--- src/rtl/core/bdq_pkg.sv ---
// ----------------------------------------------------------------------------
// bdq_pkg
// Shared types and constants for the debounced button command qualifier.
// ----------------------------------------------------------------------------
package bdq_pkg;

    localparam int TIME_W  = 32;
    localparam int CFG_W   = 16;
    localparam int LEVEL_W = 3;
    localparam int ACT_W   = 2;
    localparam int MASK_W  = 3;
    localparam int MIS_W   = 2;

    // Field offsets inside the input word; tuser carries op alone
    localparam int IN_NOW_LO = 0;
    localparam int IN_LVL_LO = IN_NOW_LO + TIME_W;
    localparam int IN_ACT_LO = IN_LVL_LO + LEVEL_W;
    localparam int IN_BITS   = IN_ACT_LO + ACT_W;
    localparam int IN_DATA_W = ((IN_BITS + 7) / 8) * 8;

    typedef enum logic [2:0] {
        CMD_NONE        = 3'd0,
        CMD_ESTOP       = 3'd1,
        CMD_START       = 3'd2,
        CMD_RESET_START = 3'd3,
        CMD_MULTI       = 3'd4
    } t_cmd;

    // Field offsets inside the result word
    localparam int OUT_RAN_LO = 0;
    localparam int OUT_MSK_LO = OUT_RAN_LO + 1;
    localparam int OUT_CMD_LO = OUT_MSK_LO + MASK_W;
    localparam int OUT_MIS_LO = OUT_CMD_LO + $bits(t_cmd);
    localparam int OUT_BITS   = OUT_MIS_LO + MIS_W;
    localparam int OUT_DATA_W = ((OUT_BITS + 7) / 8) * 8;

    typedef enum logic [1:0] {
        ACT_IDLE   = 2'd0,
        ACT_MOTION = 2'd1,
        ACT_DONE   = 2'd2,
        ACT_SPARE  = 2'd3
    } t_act;

    typedef enum logic {
        OP_TICK = 1'b0,
        OP_INIT = 1'b1
    } t_op;

    typedef enum logic {
        CFG_DEBOUNCE = 1'b0,
        CFG_PERIOD   = 1'b1
    } t_cfg_idx;

    localparam logic [CFG_W-1:0] DEBOUNCE_RST = 16'd20;
    localparam logic [CFG_W-1:0] PERIOD_RST   = 16'd10;

    // State write strobes for one processed word
    typedef struct packed {
        logic init_we;  // init word: load levels and time stamps
        logic eval_we;  // due tick: run the debounce update
    } t_upd_ctl;

endpackage

--- src/rtl/core/bdq_sched.sv ---
// ----------------------------------------------------------------------------
// bdq_sched
// Catch-up task scheduler: decides whether a tick is due and keeps the last
// task time stamp, resyncing when still a full period or more behind after advancing.
// ----------------------------------------------------------------------------
module bdq_sched (
    input  logic                        i_clk,
    input  logic                        i_rst_n,
    input  bdq_pkg::t_upd_ctl           i_ctl,
    input  logic [bdq_pkg::TIME_W-1:0]  i_now,
    input  logic [bdq_pkg::CFG_W-1:0]   i_period,
    output logic                        o_due
);

    logic [bdq_pkg::TIME_W-1:0] r_last;
    logic [bdq_pkg::TIME_W-1:0] n_last;
    logic [bdq_pkg::TIME_W-1:0] period_ext;
    logic [bdq_pkg::TIME_W-1:0] step_last;

    assign period_ext = {{(bdq_pkg::TIME_W - bdq_pkg::CFG_W){1'b0}}, i_period};
    assign o_due      = (i_now - r_last) >= period_ext;
    assign step_last  = r_last + period_ext;

    always_comb begin
        n_last = r_last;
        if (i_ctl.init_we) begin
            n_last = i_now;
        end else if (i_ctl.eval_we) begin
            // advance one period, resync when still a period behind
            n_last = ((i_now - step_last) >= period_ext) ? i_now : step_last;
        end
    end

    always_ff @(posedge i_clk) begin
        if (!i_rst_n) begin
            r_last <= '0;
        end else begin
            r_last <= n_last;
        end
    end

endmodule

--- src/rtl/core/bdq_lane.sv ---
// ----------------------------------------------------------------------------
// bdq_lane
// One button's debounce state: raw level, stable level, change time stamp.
// Flags a stable press edge on an evaluated tick.
// ----------------------------------------------------------------------------
module bdq_lane (
    input  logic                        i_clk,
    input  logic                        i_rst_n,
    input  bdq_pkg::t_upd_ctl           i_ctl,
    input  logic                        i_lvl,
    input  logic [bdq_pkg::TIME_W-1:0]  i_now,
    input  logic [bdq_pkg::CFG_W-1:0]   i_debounce,
    output logic                        o_press
);

    logic                       r_raw;
    logic                       r_stable;
    logic [bdq_pkg::TIME_W-1:0] r_chg;
    logic                       n_raw;
    logic                       n_stable;
    logic [bdq_pkg::TIME_W-1:0] n_chg;
    logic                       raw_moved;
    logic [bdq_pkg::TIME_W-1:0] chg_eff;
    logic                       settled;

    assign raw_moved = i_lvl != r_raw;
    assign chg_eff   = raw_moved ? i_now : r_chg;
    assign settled   = (i_lvl != r_stable) &&
        ((i_now - chg_eff) >=
         {{(bdq_pkg::TIME_W - bdq_pkg::CFG_W){1'b0}}, i_debounce});

    always_comb begin
        n_raw    = r_raw;
        n_stable = r_stable;
        n_chg    = r_chg;
        o_press  = 1'b0;
        if (i_ctl.init_we) begin
            n_raw    = i_lvl;
            n_stable = i_lvl;
            n_chg    = i_now;
        end else if (i_ctl.eval_we) begin
            n_raw = i_lvl;
            n_chg = chg_eff;
            if (settled) begin
                n_stable = i_lvl;
                o_press  = i_lvl;
            end
        end
    end

    always_ff @(posedge i_clk) begin
        if (!i_rst_n) begin
            r_raw    <= 1'b0;
            r_stable <= 1'b0;
            r_chg    <= '0;
        end else begin
            r_raw    <= n_raw;
            r_stable <= n_stable;
            r_chg    <= n_chg;
        end
    end

endmodule

--- src/rtl/core/bdq_cmd.sv ---
// ----------------------------------------------------------------------------
// bdq_cmd
// Command encoder: press edges and activity class to command and mission.
// ----------------------------------------------------------------------------
module bdq_cmd #(
    parameter int BUTTONS = 3
) (
    input  logic [BUTTONS-1:0]          i_press,
    input  logic [bdq_pkg::ACT_W-1:0]   i_act,
    output logic [bdq_pkg::MASK_W-1:0]  o_mask,
    output bdq_pkg::t_cmd               o_cmd,
    output logic [bdq_pkg::MIS_W-1:0]   o_mission
);

    logic [BUTTONS+bdq_pkg::MASK_W-1:0] press_pad;
    logic                               any_press;
    logic                               multi;
    logic [2:0]                         first;

    assign press_pad = {{bdq_pkg::MASK_W{1'b0}}, i_press};
    assign o_mask    = press_pad[bdq_pkg::MASK_W-1:0];
    assign any_press = |i_press;
    assign multi     = |(i_press & (i_press - BUTTONS'(1)));

    // lowest pressed index wins
    always_comb begin
        first = 3'd0;
        for (int i = BUTTONS - 1; i >= 0; i--) begin
            if (i_press[i]) begin
                first = 3'(i);
            end
        end
    end

    always_comb begin
        o_cmd     = bdq_pkg::CMD_NONE;
        o_mission = '0;
        if (multi) begin
            o_cmd = bdq_pkg::CMD_MULTI;
        end else if (any_press) begin
            case (bdq_pkg::t_act'(i_act))
                bdq_pkg::ACT_MOTION: begin
                    o_cmd = bdq_pkg::CMD_ESTOP;
                end
                bdq_pkg::ACT_DONE: begin
                    o_cmd     = bdq_pkg::CMD_RESET_START;
                    o_mission = first[bdq_pkg::MIS_W-1:0];
                end
                default: begin
                    o_cmd     = bdq_pkg::CMD_START;
                    o_mission = first[bdq_pkg::MIS_W-1:0];
                end
            endcase
        end
    end

endmodule

--- src/rtl/core/debounced_button_command_qualifier.sv ---
// ----------------------------------------------------------------------------
// debounced_button_command_qualifier
// Debounces push buttons on scheduled ticks and turns single press edges
// into start, reset-then-start or emergency stop commands, and multiple presses into an error.
// ----------------------------------------------------------------------------
// Path: an accepted input word passes the input register, then the result register.
// Throughput: one word per cycle; the result register advances when it is empty or
//   being taken, and the input register when it is empty or the result register advances.
// Reset: synchronous, active low; clears button state, the task time stamp,
//   both valid flags, and loads debounce 20 ms and task period 10 ms.
// ----------------------------------------------------------------------------
module debounced_button_command_qualifier #(
    parameter int BUTTONS = 3
) (
    input  logic                              i_clk,
    input  logic                              i_rst_n,
    // configuration write port
    input  logic                              i_cfg_we,
    input  logic                              i_cfg_idx,
    input  logic [bdq_pkg::CFG_W-1:0]         i_cfg_data,
    // input stream
    input  logic                              s_tvalid,
    output logic                              s_tready,
    // [31:0] now_ms, [34:32] pressed_levels, [36:35] car_activity, rest zero
    input  logic [bdq_pkg::IN_DATA_W-1:0]     s_tdata,
    // [0] op
    input  logic                              s_tuser,
    // result stream
    output logic                              m_tvalid,
    input  logic                              m_tready,
    // [0] task_ran, [3:1] press_mask, [6:4] command, [8:7] mission, rest zero
    output logic [bdq_pkg::OUT_DATA_W-1:0]    m_tdata
);

    // configuration
    logic [bdq_pkg::CFG_W-1:0]   r_debounce;
    logic [bdq_pkg::CFG_W-1:0]   r_period;

    // input register
    logic                        r_in_valid;
    logic                        r_in_op;
    logic [bdq_pkg::TIME_W-1:0]  r_in_now;
    logic [bdq_pkg::LEVEL_W-1:0] r_in_lvl;
    logic [bdq_pkg::ACT_W-1:0]   r_in_act;

    // result register
    logic                        r_out_valid;
    logic                        r_out_ran;
    logic [bdq_pkg::MASK_W-1:0]  r_out_mask;
    bdq_pkg::t_cmd               r_out_cmd;
    logic [bdq_pkg::MIS_W-1:0]   r_out_mis;

    logic                        advance;
    logic                        fire;
    logic                        due;
    bdq_pkg::t_upd_ctl           upd;
    logic [BUTTONS+bdq_pkg::LEVEL_W-1:0] lvl_pad;
    logic [BUTTONS-1:0]          press;
    logic [bdq_pkg::MASK_W-1:0]  n_mask;
    bdq_pkg::t_cmd               n_cmd;
    logic [bdq_pkg::MIS_W-1:0]   n_mis;

    // Advance the pipe whenever the result slot is free or being drained
    assign advance  = !r_out_valid || m_tready;
    assign s_tready = !r_in_valid || advance;
    assign fire     = r_in_valid && advance;

    // Write state only for the word that moves into the result register
    assign upd.init_we = fire && (bdq_pkg::t_op'(r_in_op) == bdq_pkg::OP_INIT);
    assign upd.eval_we = fire && (bdq_pkg::t_op'(r_in_op) == bdq_pkg::OP_TICK) && due;

    always_ff @(posedge i_clk) begin
        if (!i_rst_n) begin
            r_debounce <= bdq_pkg::DEBOUNCE_RST;
            r_period   <= bdq_pkg::PERIOD_RST;
        end else if (i_cfg_we) begin
            unique case (bdq_pkg::t_cfg_idx'(i_cfg_idx))
                bdq_pkg::CFG_DEBOUNCE: r_debounce <= i_cfg_data;
                bdq_pkg::CFG_PERIOD:   r_period   <= i_cfg_data;
                default: ;
            endcase
        end
    end

    // Capture an input word
    always_ff @(posedge i_clk) begin
        if (!i_rst_n) begin
            r_in_valid <= 1'b0;
        end else if (s_tready) begin
            r_in_valid <= s_tvalid;
        end
    end

    always_ff @(posedge i_clk) begin
        if (s_tvalid && s_tready) begin
            r_in_op  <= s_tuser;
            r_in_now <= s_tdata[bdq_pkg::IN_NOW_LO +: bdq_pkg::TIME_W];
            r_in_lvl <= s_tdata[bdq_pkg::IN_LVL_LO +: bdq_pkg::LEVEL_W];
            r_in_act <= s_tdata[bdq_pkg::IN_ACT_LO +: bdq_pkg::ACT_W];
        end
    end

    bdq_sched u_sched (
        .i_clk    (i_clk),
        .i_rst_n  (i_rst_n),
        .i_ctl    (upd),
        .i_now    (r_in_now),
        .i_period (r_period),
        .o_due    (due)
    );

    // Buttons past the level field always read as released
    assign lvl_pad = {{BUTTONS{1'b0}}, r_in_lvl};

    for (genvar g = 0; g < BUTTONS; g++) begin : g_lane
        bdq_lane u_lane (
            .i_clk      (i_clk),
            .i_rst_n    (i_rst_n),
            .i_ctl      (upd),
            .i_lvl      (lvl_pad[g]),
            .i_now      (r_in_now),
            .i_debounce (r_debounce),
            .o_press    (press[g])
        );
    end

    bdq_cmd #(
        .BUTTONS (BUTTONS)
    ) u_cmd (
        .i_press   (press),
        .i_act     (r_in_act),
        .o_mask    (n_mask),
        .o_cmd     (n_cmd),
        .o_mission (n_mis)
    );

    // Result register; press edges are zero unless the tick was evaluated
    always_ff @(posedge i_clk) begin
        if (!i_rst_n) begin
            r_out_valid <= 1'b0;
        end else if (advance) begin
            r_out_valid <= r_in_valid;
        end
    end

    always_ff @(posedge i_clk) begin
        if (fire) begin
            r_out_ran  <= upd.eval_we;
            r_out_mask <= n_mask;
            r_out_cmd  <= n_cmd;
            r_out_mis  <= n_mis;
        end
    end

    assign m_tvalid = r_out_valid;
    assign m_tdata  = {{(bdq_pkg::OUT_DATA_W - bdq_pkg::OUT_BITS){1'b0}},
                       r_out_mis, r_out_cmd, r_out_mask, r_out_ran};

    // A word in the input stage that moves always lands in the result stage
    a_fire_lands: assert property (@(posedge i_clk) disable iff (!i_rst_n)
        fire |=> r_out_valid)
        else $error("processed word did not reach result register");

    // No press edge or command from a word that skipped evaluation
    a_idle_quiet: assert property (@(posedge i_clk) disable iff (!i_rst_n)
        (r_out_valid && !r_out_ran) |->
            (r_out_mask == '0 && r_out_cmd == bdq_pkg::CMD_NONE && r_out_mis == '0))
        else $error("result without evaluation carries a command");

    // Multiple press error means more than one bit is set in the press mask
    a_multi_count: assert property (@(posedge i_clk) disable iff (!i_rst_n)
        (r_out_valid && r_out_cmd == bdq_pkg::CMD_MULTI) |-> ($countones(r_out_mask) > 1))
        else $error("multiple press error with fewer than two edges");

    // Start commands point at the one pressed button
    a_mission_edge: assert property (@(posedge i_clk) disable iff (!i_rst_n)
        (r_out_valid && (r_out_cmd == bdq_pkg::CMD_START ||
                         r_out_cmd == bdq_pkg::CMD_RESET_START)) |->
            ($onehot(r_out_mask) && r_out_mask[r_out_mis] == 1'b1))
        else $error("mission does not match press edge");

    // An init word never reports evaluation in the next result
    a_init_no_run: assert property (@(posedge i_clk) disable iff (!i_rst_n)
        upd.init_we |=> !r_out_ran)
        else $error("init word reported as evaluated tick");

endmodule
--- config.mk ---
export PLATFORM = sky130hd
export DESIGN_NAME = debounced_button_command_qualifier
export DESIGN_NICKNAME = d
export VERILOG_FILES = /design/src/rtl/core/bdq_pkg.sv /design/src/rtl/core/bdq_sched.sv /design/src/rtl/core/bdq_lane.sv /design/src/rtl/core/bdq_cmd.sv /design/src/rtl/core/debounced_button_command_qualifier.sv
export SDC_FILE = /design/constraint.sdc
export NUM_CORES = 1
export LEC_CHECK = 0
export ABC_AREA = 1
export BUFFER_PORTS_ARGS = -buffer_cell sky130_fd_sc_hd__clkbuf_2
export CORE_MARGIN = 2
export CORE_UTILIZATION = 30
export DETAILED_ROUTE_END_ITERATION = 10
export HOLD_SLACK_MARGIN = 0.08
export PLACE_DENSITY_LB_ADDON = 0.15
export SYNTH_ARGS = -nofsm -noshare
export SYNTH_HDL_FRONTEND = slang
export SYNTH_SLANG_ARGS = --single-unit
--- constraint.sdc ---
create_clock -name i_clk -period 5.8 [get_ports i_clk]
set_input_delay 0.29 -clock i_clk [delete_from_list [all_inputs] [get_ports i_clk]]
set_output_delay 0.29 -clock i_clk [all_outputs]
set_load 0.02 [all_outputs]
## After elaboration in Yosys (flattened, before gate mapping)

Cells that the tools add are included.

- Memories: 0
- Register bits: 215
- Bits in writable memories: 0
- Memory bits (read-only): 0
- Bits in latches: 0
- Input bits: 63
- Word-level logic and storage cells: 114
- Output and inout port bits: 18

- Shift-type cells: 0
- Muxes and demuxes: 40
- Order comparisons: 5
- Equal/unequal tests: 8
- Add/sub/neg operators: 7
- Reduce and logical (&&, ||, !) cells: 26
- Bitwise operators: 4
- Multipliers: 0
- Div/mod/pow operators: 0

Operators by type and width:

| kind | count |
|---|---|
| 32-bit 2-to-1 mux | 12 |
| 32-bit by 16-bit >= comparator with 1-bit output | 5 |
| 32-bit subtractor | 5 |
| 32-bit by 16-bit adder with 32-bit output | 1 |
| 1-bit 2-to-1 mux | 25 |
| 2-bit AND reduction | 5 |
| 1-bit logical AND | 8 |
| 2-bit nonzero test | 4 |
| 7-bit OR reduction | 1 |
| 1-bit inequality test | 6 |
| 3-bit OR reduction | 2 |
| 6-bit OR reduction | 1 |
| 2-bit case mux with 2 select lines | 1 |
| 4-bit OR reduction | 1 |
| 3-bit bitwise AND | 1 |
| 3-bit 2-to-1 mux | 1 |
| 1-bit NOT | 3 |
| 3-bit by 1-bit subtractor with 3-bit output (second input constant) | 1 |
| 2-bit by 1-bit == test with 1-bit output (second input constant) | 1 |
| 2-bit == test (second input constant) | 1 |
| 1-bit zero test | 2 |
| 1-bit logical OR | 2 |
| 2-bit 2-to-1 mux | 1 |

## Longest topological paths before layout

Gate-level depths: netlist (run 1).

- Word-level depth: 11
- Depth in mapped cells: 35
- Depth with buffers taken out: 34

## By module

From an unflattened synthesis (run 1), not the netlist that was laid out.

- Cells, all modules: 4155
- Area, all modules: 25504.5 um^2

Modules (own cells, without submodules):

| module | times used | cells each | seq. area each (um^2) | area each (um^2) |
|---|---|---|---|---|
| bdq_lane at g_lane[1].u_lane ... | 2 | 816 | 680.7 | 4773.3 |
| bdq_sched | 1 | 1425 | 640.6 | 8097.8 |
| bdq_lane at g_lane[0].u_lane | 1 | 833 | 680.7 | 4890.9 |
| debounced_button_command_qualifier | 1 | 245 | 2092.0 | 2859.0 |
| bdq_cmd | 1 | 20 | 0.0 | 110.1 |

## Worst setup path before layout (run 1)

Ideal clock, no wire load.

- Kind: flip-flop to flip-flop
- Start: register r_period[0] (netlist name)
- End: register u_sched.r_last[26] (netlist name)
- Stages on the path, launching flop included: 35
- Setup slack: 1207 ps
- Library setup time: 109 ps
- Data required time: 5691 ps
- Period minus slack after synthesis: 4593 ps
- Arrival: 4484 ps
- Buffers on the path: 1
- Cell sequence: dfxtp_1 -> ha_1 -> fa_1 -> nand2_1 -> nand3_1 -> nand3_1 -> nand2_1 -> xor2_1 -> inv_1 -> ha_1 -> nand2_1 -> nor3_1 -> nand4_1 -> o211ai_1 -> nand3_1 -> nand2_1 -> nand2_1 -> nand2_2 -> xor2_1 -> ha_1 -> a21oi_1 -> o21ai_0 -> nor3_1 -> nand2_1 -> nor2_1 -> nand2_1 -> nor2_1 -> nand2_1 -> nor2_4 -> nand2_4 -> buf_6 -> nand2_1 -> nand3_1 -> nand2_1 -> inv_1

- Cells in the longest elaborated chain, start to end: 6
- Elaborated cells on any way between the ends: 9
- Those cells by class: 2 x add/sub; 2 x order compare; 3 x mux; 2 x reduce/logical

Ends and longest elaborated chain:

| element | line | RTL |
|---|---|---|
| from (decl) | debounced_button_command_qualifier.sv:37 | `logic [bdq_pkg::CFG_W-1:0] r_period;` |
| from (signal assigned) | debounced_button_command_qualifier.sv:75 | `r_period <= bdq_pkg::PERIOD_RST;` |
| from (signal assigned) | debounced_button_command_qualifier.sv:79 | `bdq_pkg::CFG_PERIOD: r_period <= i_cfg_data;` |
| 32-bit by 16-bit adder with 32-bit output | bdq_sched.sv:22 | `assign step_last = r_last + period_ext;` |
| 32-bit subtractor | bdq_sched.sv:30 | `n_last = ((i_now - step_last) >= period_ext) ? i_now : step_last;` |
| 32-bit by 16-bit >= comparator with 1-bit output | bdq_sched.sv:30 |  |
| 32-bit 2-to-1 mux | bdq_sched.sv:30 |  |
| 32-bit 2-to-1 mux | bdq_sched.sv:28 | `end else if (i_ctl.eval_we) begin` |
| 32-bit 2-to-1 mux | bdq_sched.sv:26 | `if (i_ctl.init_we) begin` |
| to (signal assigned) | bdq_sched.sv:38 | `r_last <= n_last;` |
| to (decl) | bdq_sched.sv:15 | `logic [bdq_pkg::TIME_W-1:0] r_last;` |

Several ways; a longest one is shown, not always the timed one. The select of a mux whose other input is x is not followed.
A chain may end at the register's enable or synchronous reset.

## Final worst setup path (run 1)

- Start: register u_sched.r_last[0] (netlist name)
- End: register u_sched.r_last[26] (netlist name)

- Cells in the longest elaborated chain, start to end: 6
- Elaborated cells on any way between the ends: 10
- Those cells by class: 3 x add/sub; 2 x order compare; 3 x mux; 2 x reduce/logical

Ends and longest elaborated chain:

| element | line |
|---|---|
| 32-bit by 16-bit adder with 32-bit output | bdq_sched.sv:22 |
| 32-bit subtractor | bdq_sched.sv:30 |
| 32-bit by 16-bit >= comparator with 1-bit output | bdq_sched.sv:30 |
| 32-bit 2-to-1 mux | bdq_sched.sv:30 |
| 32-bit 2-to-1 mux | bdq_sched.sv:28 |
| 32-bit 2-to-1 mux | bdq_sched.sv:26 |

Several ways; a longest one is shown, not always the timed one. The select of a mux whose other input is x is not followed.

==> impl_metrics.json, run 1 <==
{
  "ys_types": 53,
  "yosysSeqAreaShare_pct": 20.94,
  "core.rowCount": 101,
  "postRouteWirelength_um": 87550,
  "vdd_drop_max_uv": 197.2,
  "drt_iter0_drc": 1711,
  "grtUsageTotal_pct": 21.76,
  "crit_arrival_ns": 5.82,
  "clock-root-buffer": "clkbuf_16",
  "crit_path_end_kind": "flop",
  "p_int_mw": 3.960,
  "dieArea_um2": 78220,
  "slowest_delay_ns": 0.41,
  "critical_path_class": "reg2reg",
  "core_um2": 75570,
  "clkTransAtPathRegs_ns": 0.07,
  "cellPowerDensity_nw_per_um2": 259.4,
  "power_frac_comb_pct": 44.4,
  "final_layout_size_suffix_gt1_share_pct": 5.952,
  "vias_per_cell": 5.023,
  "clkPwrFrac_pct": 30.2,
  "grt_pass1_wl_um": 132200,
  "startpoint_type": "flop",
  "avgRoutedWirePerCell_um": 18.02,
  "antenna_found_initial": 0,
  "crit_required_ns": 6.28,
  "leakage_nw": 12.34,
  "first_pass_iters": 5,
  "dpl_cell_area_um2": 24370,
  "fin_crit_sh_pct": 92.09,
  "final_util_pct": 34.59,
  "grt_pass1_vias": 23370,
  "hp-start": "i_rst_n",
  "holdCritPathClass": "in2reg",
  "regToRegSetupSlack_ns": 0.46,
  "swShare_pct": 41.58,
  "fp.dieW_um": 279.7,
  "clkLatencyLatePin_ns": 0.61,
  "slew_violations": 0,
  "fmax_mhz": 187.2,
  "synth_warnings": 0,
  "htreeDepth": 1,
  "antenna_cells": 0,
  "fin_area_um2": 26140,
  "grt_max_degree": 103,
  "cts_tree": "yes",
  "synthCells": 3733,
  "period_needed_ns": 5.341,
  "slew_headroom_pct": 29.58,
  "r2r-start": "u_sched.r_last[0]$_SDFFE_PN0P_",
  "p_sw_mw": 2.818,
  "dp_slack_ns": 0.2431,
  "num_io_pins": 81,
  "synthesis.area_um2": 22800,
  "initial_core_util_pct": 30.17,
  "clockBufferDepth": 3,
  "nNetsFinal": 4146,
  "status": "complete, no violations",
  "critPathLaunch": "u_sched.r_last[0]$_SDFFE_PN0P_",
  "critical_path.max_fanout": 13,
  "async_flop_share_pct": 0,
  "tightest_slew_ns": 1.056,
  "layout_setup_ws_ns": 0.4586,
  "skew_ns": 0.04048,
  "max_cap_violations": 0,
  "ys.flop_type": "dfxtp_1",
  "area_growth_pct": 14.64,
  "slowest_stage": "fa_2",
  "avgSynthCellArea_um2": 6.108,
  "ant_nets": 0,
  "holdWs_ns": 0.1722,
  "numCtsBuffers": 28,
  "power_mw": 6.779,
  "seqPwrFrac_pct": 25.4,
  "gr-total-overflow": 0,
  "vias": 24410,
  "synth-edff-count": 47,
  "place_congestion": 0.9479,
  "drc": 0,
  "setup_violations": 0,
  "hold_viol": 0,
  "hpwl_um": 71700,
  "port_buffers": 70,
  "die_h_um": 279.7,
  "clkSinkCount": 215,
  "cp_common_cell": "nand2_1",
  "synth_seq_cells": 215
}
state kept, by name, indices dropped and copies added, names as in the netlist, 16 cells and up:
signal and flops:
u_sched.r_last 32, r_in_now 32, r_debounce 16, g_lane.u_lane.r_chg 96, r_period 16
critical path: cells and delay by family (launching register included):
family                   cells  cell delay (ns)
AO/OA/AOI/OAI                3             0.58
XOR/XNOR                     2             0.35
adder cells (fa/ha/maj)      4             1.33
buffers and inverters        3             0.25
flip-flops                   1             0.33
AND/OR/NAND/NOR             22             2.38
stage by stage:
step           setup TNS, ns  instances
2_1_floorplan              0       3739
3_3_place_gp               0       4740
3_5_place_dp               0       4740
4_1_cts                    0       4854
5_1_grt             -0.09518       4859
6_report                   0       4859
cell type report:
| type | instances | area, um2 |
|---|---|---|
| Clock buffer | 32 | 735.7 |
| Clock inverter | 20 | 330.3 |
| Fill cell | 8385 | 49430 |
| Inverter | 498 | 1871 |
| Multi-Input combinational cell | 2932 | 15780 |
| Sequential cell | 215 | 4775 |
| Tap cell | 978 | 1224 |
| Timing Repair Buffer | 184 | 1423 |
path summary, 6_finish.rpt:
check | endpoint | cells past startpoint
worst min register to register | g_lane[1].u_lane.r_chg[29]$_SDFFE_PN0P_ | 2
worst max-delay path | u_sched.r_last[26]$_SDFFE_PN0P_ | 34
worst max register to register | u_sched.r_last[26]$_SDFFE_PN0P_ | 34
worst min-delay path | r_period[1]$_SDFFE_PN1P_ | 3
routing by layer:
layer  wire [um]  global-route usage (%)
met1       41390                   29.74
met2       40300                   36.85
met3        3804                   1.952
met4        2056                   5.252
met5           0                       0
synth_stat cells (3+ instances only):
master	instances	area, um2
fa_1	4	80.08
nor2_1	420	1577
clkbuf_1	49	183.9
nor2_4	3	33.78
a21boi_0	12	90.09
nand2_2	10	62.56
o21ai_0	229	1146
nand2_1	974	3656
nand4_1	36	225.2
nor2_2	9	56.30
a31oi_1	34	212.7
buf_2	22	110.1
o21ai_1	10	50.05
o211ai_1	26	195.2
xor2_1	89	779.5
nor4_1	5	31.28
a21oi_1	343	1717
inv_1	489	1836
nand3b_1	22	165.2
o221ai_1	8	70.07
buf_1	8	30.03
nand3_2	3	30.03
edfxtp_1	47	1411
nand3_1	265	1326
a31o_2	3	26.28
ha_1	220	2753
a211oi_1	17	127.6
o21a_1	29	217.7
xnor2_1	30	262.8
buf_4	14	105.1
inv_2	7	26.28
nor3_1	52	260.3
mux2i_1	9	90.09
or2_2	13	81.33
a21o_1	18	135.1
o21bai_1	13	97.59
dfxtp_1	168	3363
cell usage in the layout (no fill, tap or decap), types with 4 or more instances in the layout:
master / n
buf_4: 46
a31oi_1: 34
nor2_2: 8
a21boi_0: 12
nand2_2: 12
o21bai_1: 13
clkbuf_2: 70
clkinv_2: 9
xor2_1: 88
nand3b_1: 22
xnor2_1: 30
bufinv_16: 8
nand3_1: 265
o21ai_1: 10
or2_2: 13
conb_1: 7
buf_12: 4
inv_2: 7
a211oi_1: 17
o21ai_0: 229
nor2_4: 4
ha_1: 219
a21o_1: 18
nor3_1: 50
inv_1: 488
o221ai_1: 8
o21a_1: 29
nor4_1: 5
o211ai_1: 26
a21oi_1: 343
dfxtp_1: 168
mux2i_1: 9
nor2_1: 420
clkbuf_16: 28
dlygate4sd3_1: 62
edfxtp_1: 47
nand2_1: 972
nand4_1: 36
cells by family after synthesis:
logic type | Yosys count | share of synthesized area, %
buf+inv | 593 | 10.18
fa+ha+maj | 224 | 12.42
other cells | 1 | 0.01645
mux | 9 | 0.3951
compound gates | 752 | 18.31
flops | 215 | 20.94
xor+xnor | 119 | 4.571
simple gates | 1820 | 33.16
power groups by stage:
stage / Clock, mW / Combinational, mW / Sequential (mW)
6_report: 2.05 / 3.01 / 1.72
5_1_grt: 2.15 / 3.40 / 1.73
4_1_cts: 2.11 / 2.99 / 1.72
3_5_place_dp: 0 / 2.94 / 1.75
3_3_place_gp: 0 / 2.94 / 1.75
2_1_floorplan: 0 / 2.15 / 1.72
what timing repair did:
item                                    CTS  global route
endpoints found under the hold margin    72             0
hold buffers                             62             0
buffers inserted                          0             4
gates resized for setup                   0             9
endpoints found under the setup margin    0            32
Power figures use the tool's default switching activity.
==> run 2, diff against run 1 <==
PLACE_DENSITY = 0.41   (was default)
PLACE_DENSITY_LB_ADDON = default   (was 0.15)
==> impl_metrics.json, run 2 (same netlist as run 1, synthesis figures left out) <==
{
  "htreeDepth": 1,
  "setup_tns_ns": 0,
  "num_io_pins": 81,
  "area_growth_pct": 14.75,
  "detailroute.wirelength.met3_um": 3261,
  "fmax_mhz": 189.9,
  "grt_max_degree": 83,
  "startpoint_type": "flop",
  "port_buffers": 70,
  "clkLatencyLatePin_ns": 0.63,
  "critical_path_class": "reg2reg",
  "nNetsFinal": 4164,
  "skew_ns": 0.03854,
  "hpwl_um": 75250,
  "hold_viol": 0,
  "mostFrequentLayoutCell": "nand2_1",
  "cp_common_cell": "nand2_1",
  "clockBufferDepth": 3,
  "critPathLaunch": "u_sched.r_last[0]$_SDFFE_PN0P_",
  "initial_core_util_pct": 30.17,
  "numCtsBuffers": 31,
  "cellPowerDensity_nw_per_um2": 253.0,
  "cts_tree": "yes",
  "hp-start": "i_rst_n",
  "crit_arrival_ns": 5.81,
  "vias": 24420,
  "max_cap_violations": 0,
  "postRouteWirelength_um": 91400,
  "ff_latch_area_um2": 4775,
  "cp_top_family": "simple AND/OR/NAND/NOR gates",
  "period_needed_ns": 5.265,
  "slowest_stage": "fa_1",
  "holdCritPathClass": "in2reg",
  "gr-total-overflow": 0,
  "final_layout_size_suffix_gt1_share_pct": 6.306,
  "crit_required_ns": 6.34,
  "ant_nets": 0,
  "first_pass_iters": 5,
  "dieArea_um2": 78220,
  "slew_headroom_pct": 28.43,
  "antenna_found_initial": 0,
  "top_layer": "met4",
  "vias_per_cell": 5.006,
  "reg.largest.list": "g_lane.u_lane.r_chg (96), r_in_now (32), u_sched.r_last (32)",
  "r2r-start": "u_sched.r_last[0]$_SDFFE_PN0P_",
  "layout_setup_ws_ns": 0.5350,
  "drc": 0,
  "grt_pass1_wl_um": 138900,
  "slew_violations": 0,
  "clkSinkCount": 215,
  "core.rowCount": 101,
  "fillers": 8493,
  "antenna_cells": 0,
  "fp.dieW_um": 279.7,
  "multi_input_area_um2": 15810,
  "slowest_delay_ns": 0.43,
  "most-common-layout-cells": "970 x nand2_1, 488 x inv_1, 420 x nor2_1",
  "status": "complete, no violations",
  "vdd_drop_max_uv": 235.3,
  "clkTransAtPathRegs_ns": 0.06,
  "dp_slack_ns": 0.3658,
  "drt_iter0_drc": 1470,
  "core_um2": 75570,
  "grt_pass1_vias": 23830,
  "worst-path-buf-inv": 6,
  "met2_length_um": 42390,
  "grtUsageTotal_pct": 22.98,
  "clock-root-buffer": "clkbuf_16",
  "avgRoutedWirePerCell_um": 18.73,
  "largest_reg_flops": 96,
  "place_congestion": 0.8741,
  "fin_area_um2": 26160,
  "die_h_um": 279.7,
  "regMostFlops": "g_lane.u_lane.r_chg",
  "wl_met1_um": 43760,
  "crit_path_end_kind": "flop",
  "critical_path.max_fanout": 16,
  "setup_violations": 0,
  "rsz0062_at_grt": "no",
  "leakage_nw": 12.36,
  "tightest_slew_ns": 1.074,
  "fin_crit_sh_pct": 90.78,
  "dpl_cell_area_um2": 24500
}
-- run 2: cell types whose count changed in the layout (fill, tap and decap cells not counted), moves of 2 or more --
cell,previous run,this run
clkbuf_1,2,10
clkbuf_8,2,5
buf_4,46,61
nand2_1,972,970
bufinv_16,8,0
clkbuf_16,28,31
nand2_2,12,14
-- run 2: tightest hold or removal path: stages --
cell and delay (ns):
clkbuf_2 0.08, buf_4 0.22, o211ai_1 0.14
-- run 2: path summary, 6_finish.rpt --
path | slack [ns] | cells after the start | to
max | 0.54 | 32 | u_sched.r_last[23]$_SDFFE_PN0P_
min | 0.18 | 3 | r_period[3]$_SDFFE_PN1P_
max reg2reg | 0.54 | 32 | u_sched.r_last[23]$_SDFFE_PN0P_
min reg2reg | 0.46 | 2 | g_lane[1].u_lane.r_chg[12]$_SDFFE_PN0P_
-- run 2: power breakdown --
group	switching (mW)	internal, mW
sequential	0.0861	1.63
clock	0.798	1.05
combinational	1.98	1.08
total	2.87	3.75
-- run 2: routing by layer --
layer	global-route usage, %	vias to the layer above
met5	0	-
met4	4.881	0
met3	1.701	90
met2	39.35	440
met1	31.50	11290
li1	-	12610
-- run 2: cell type report --
type,instances,area share [%]
well taps,978,4.677
inverters,498,7.150
clock buffers,46,3.372
multi-input cells,2932,60.41
flip-flops and latches,215,18.25
repair buffers,199,5.854
clock inverters,11,0.2869
-- run 2: repair_timing --
action / CTS / global route
hold buffers: 62 / 0
resized for setup: 0 / 9
setup buffers: 0 / 2
hold endpoints to repair: 69 / 0
setup endpoints to repair: 0 / 32
-- run 2: through the flow --
step                power, mW  util [%]  std cells  hold slack (ns)
floorplan               3.871         -       3739           0.3889
global placement        4.770     32.42       4757           0.4525
detailed placement      4.753     32.42       4757           0.4512
CTS                     6.676     34.51       4876           0.1306
global route            7.174     34.62       4879           0.1769
finish                  6.620     34.62       4879           0.1767
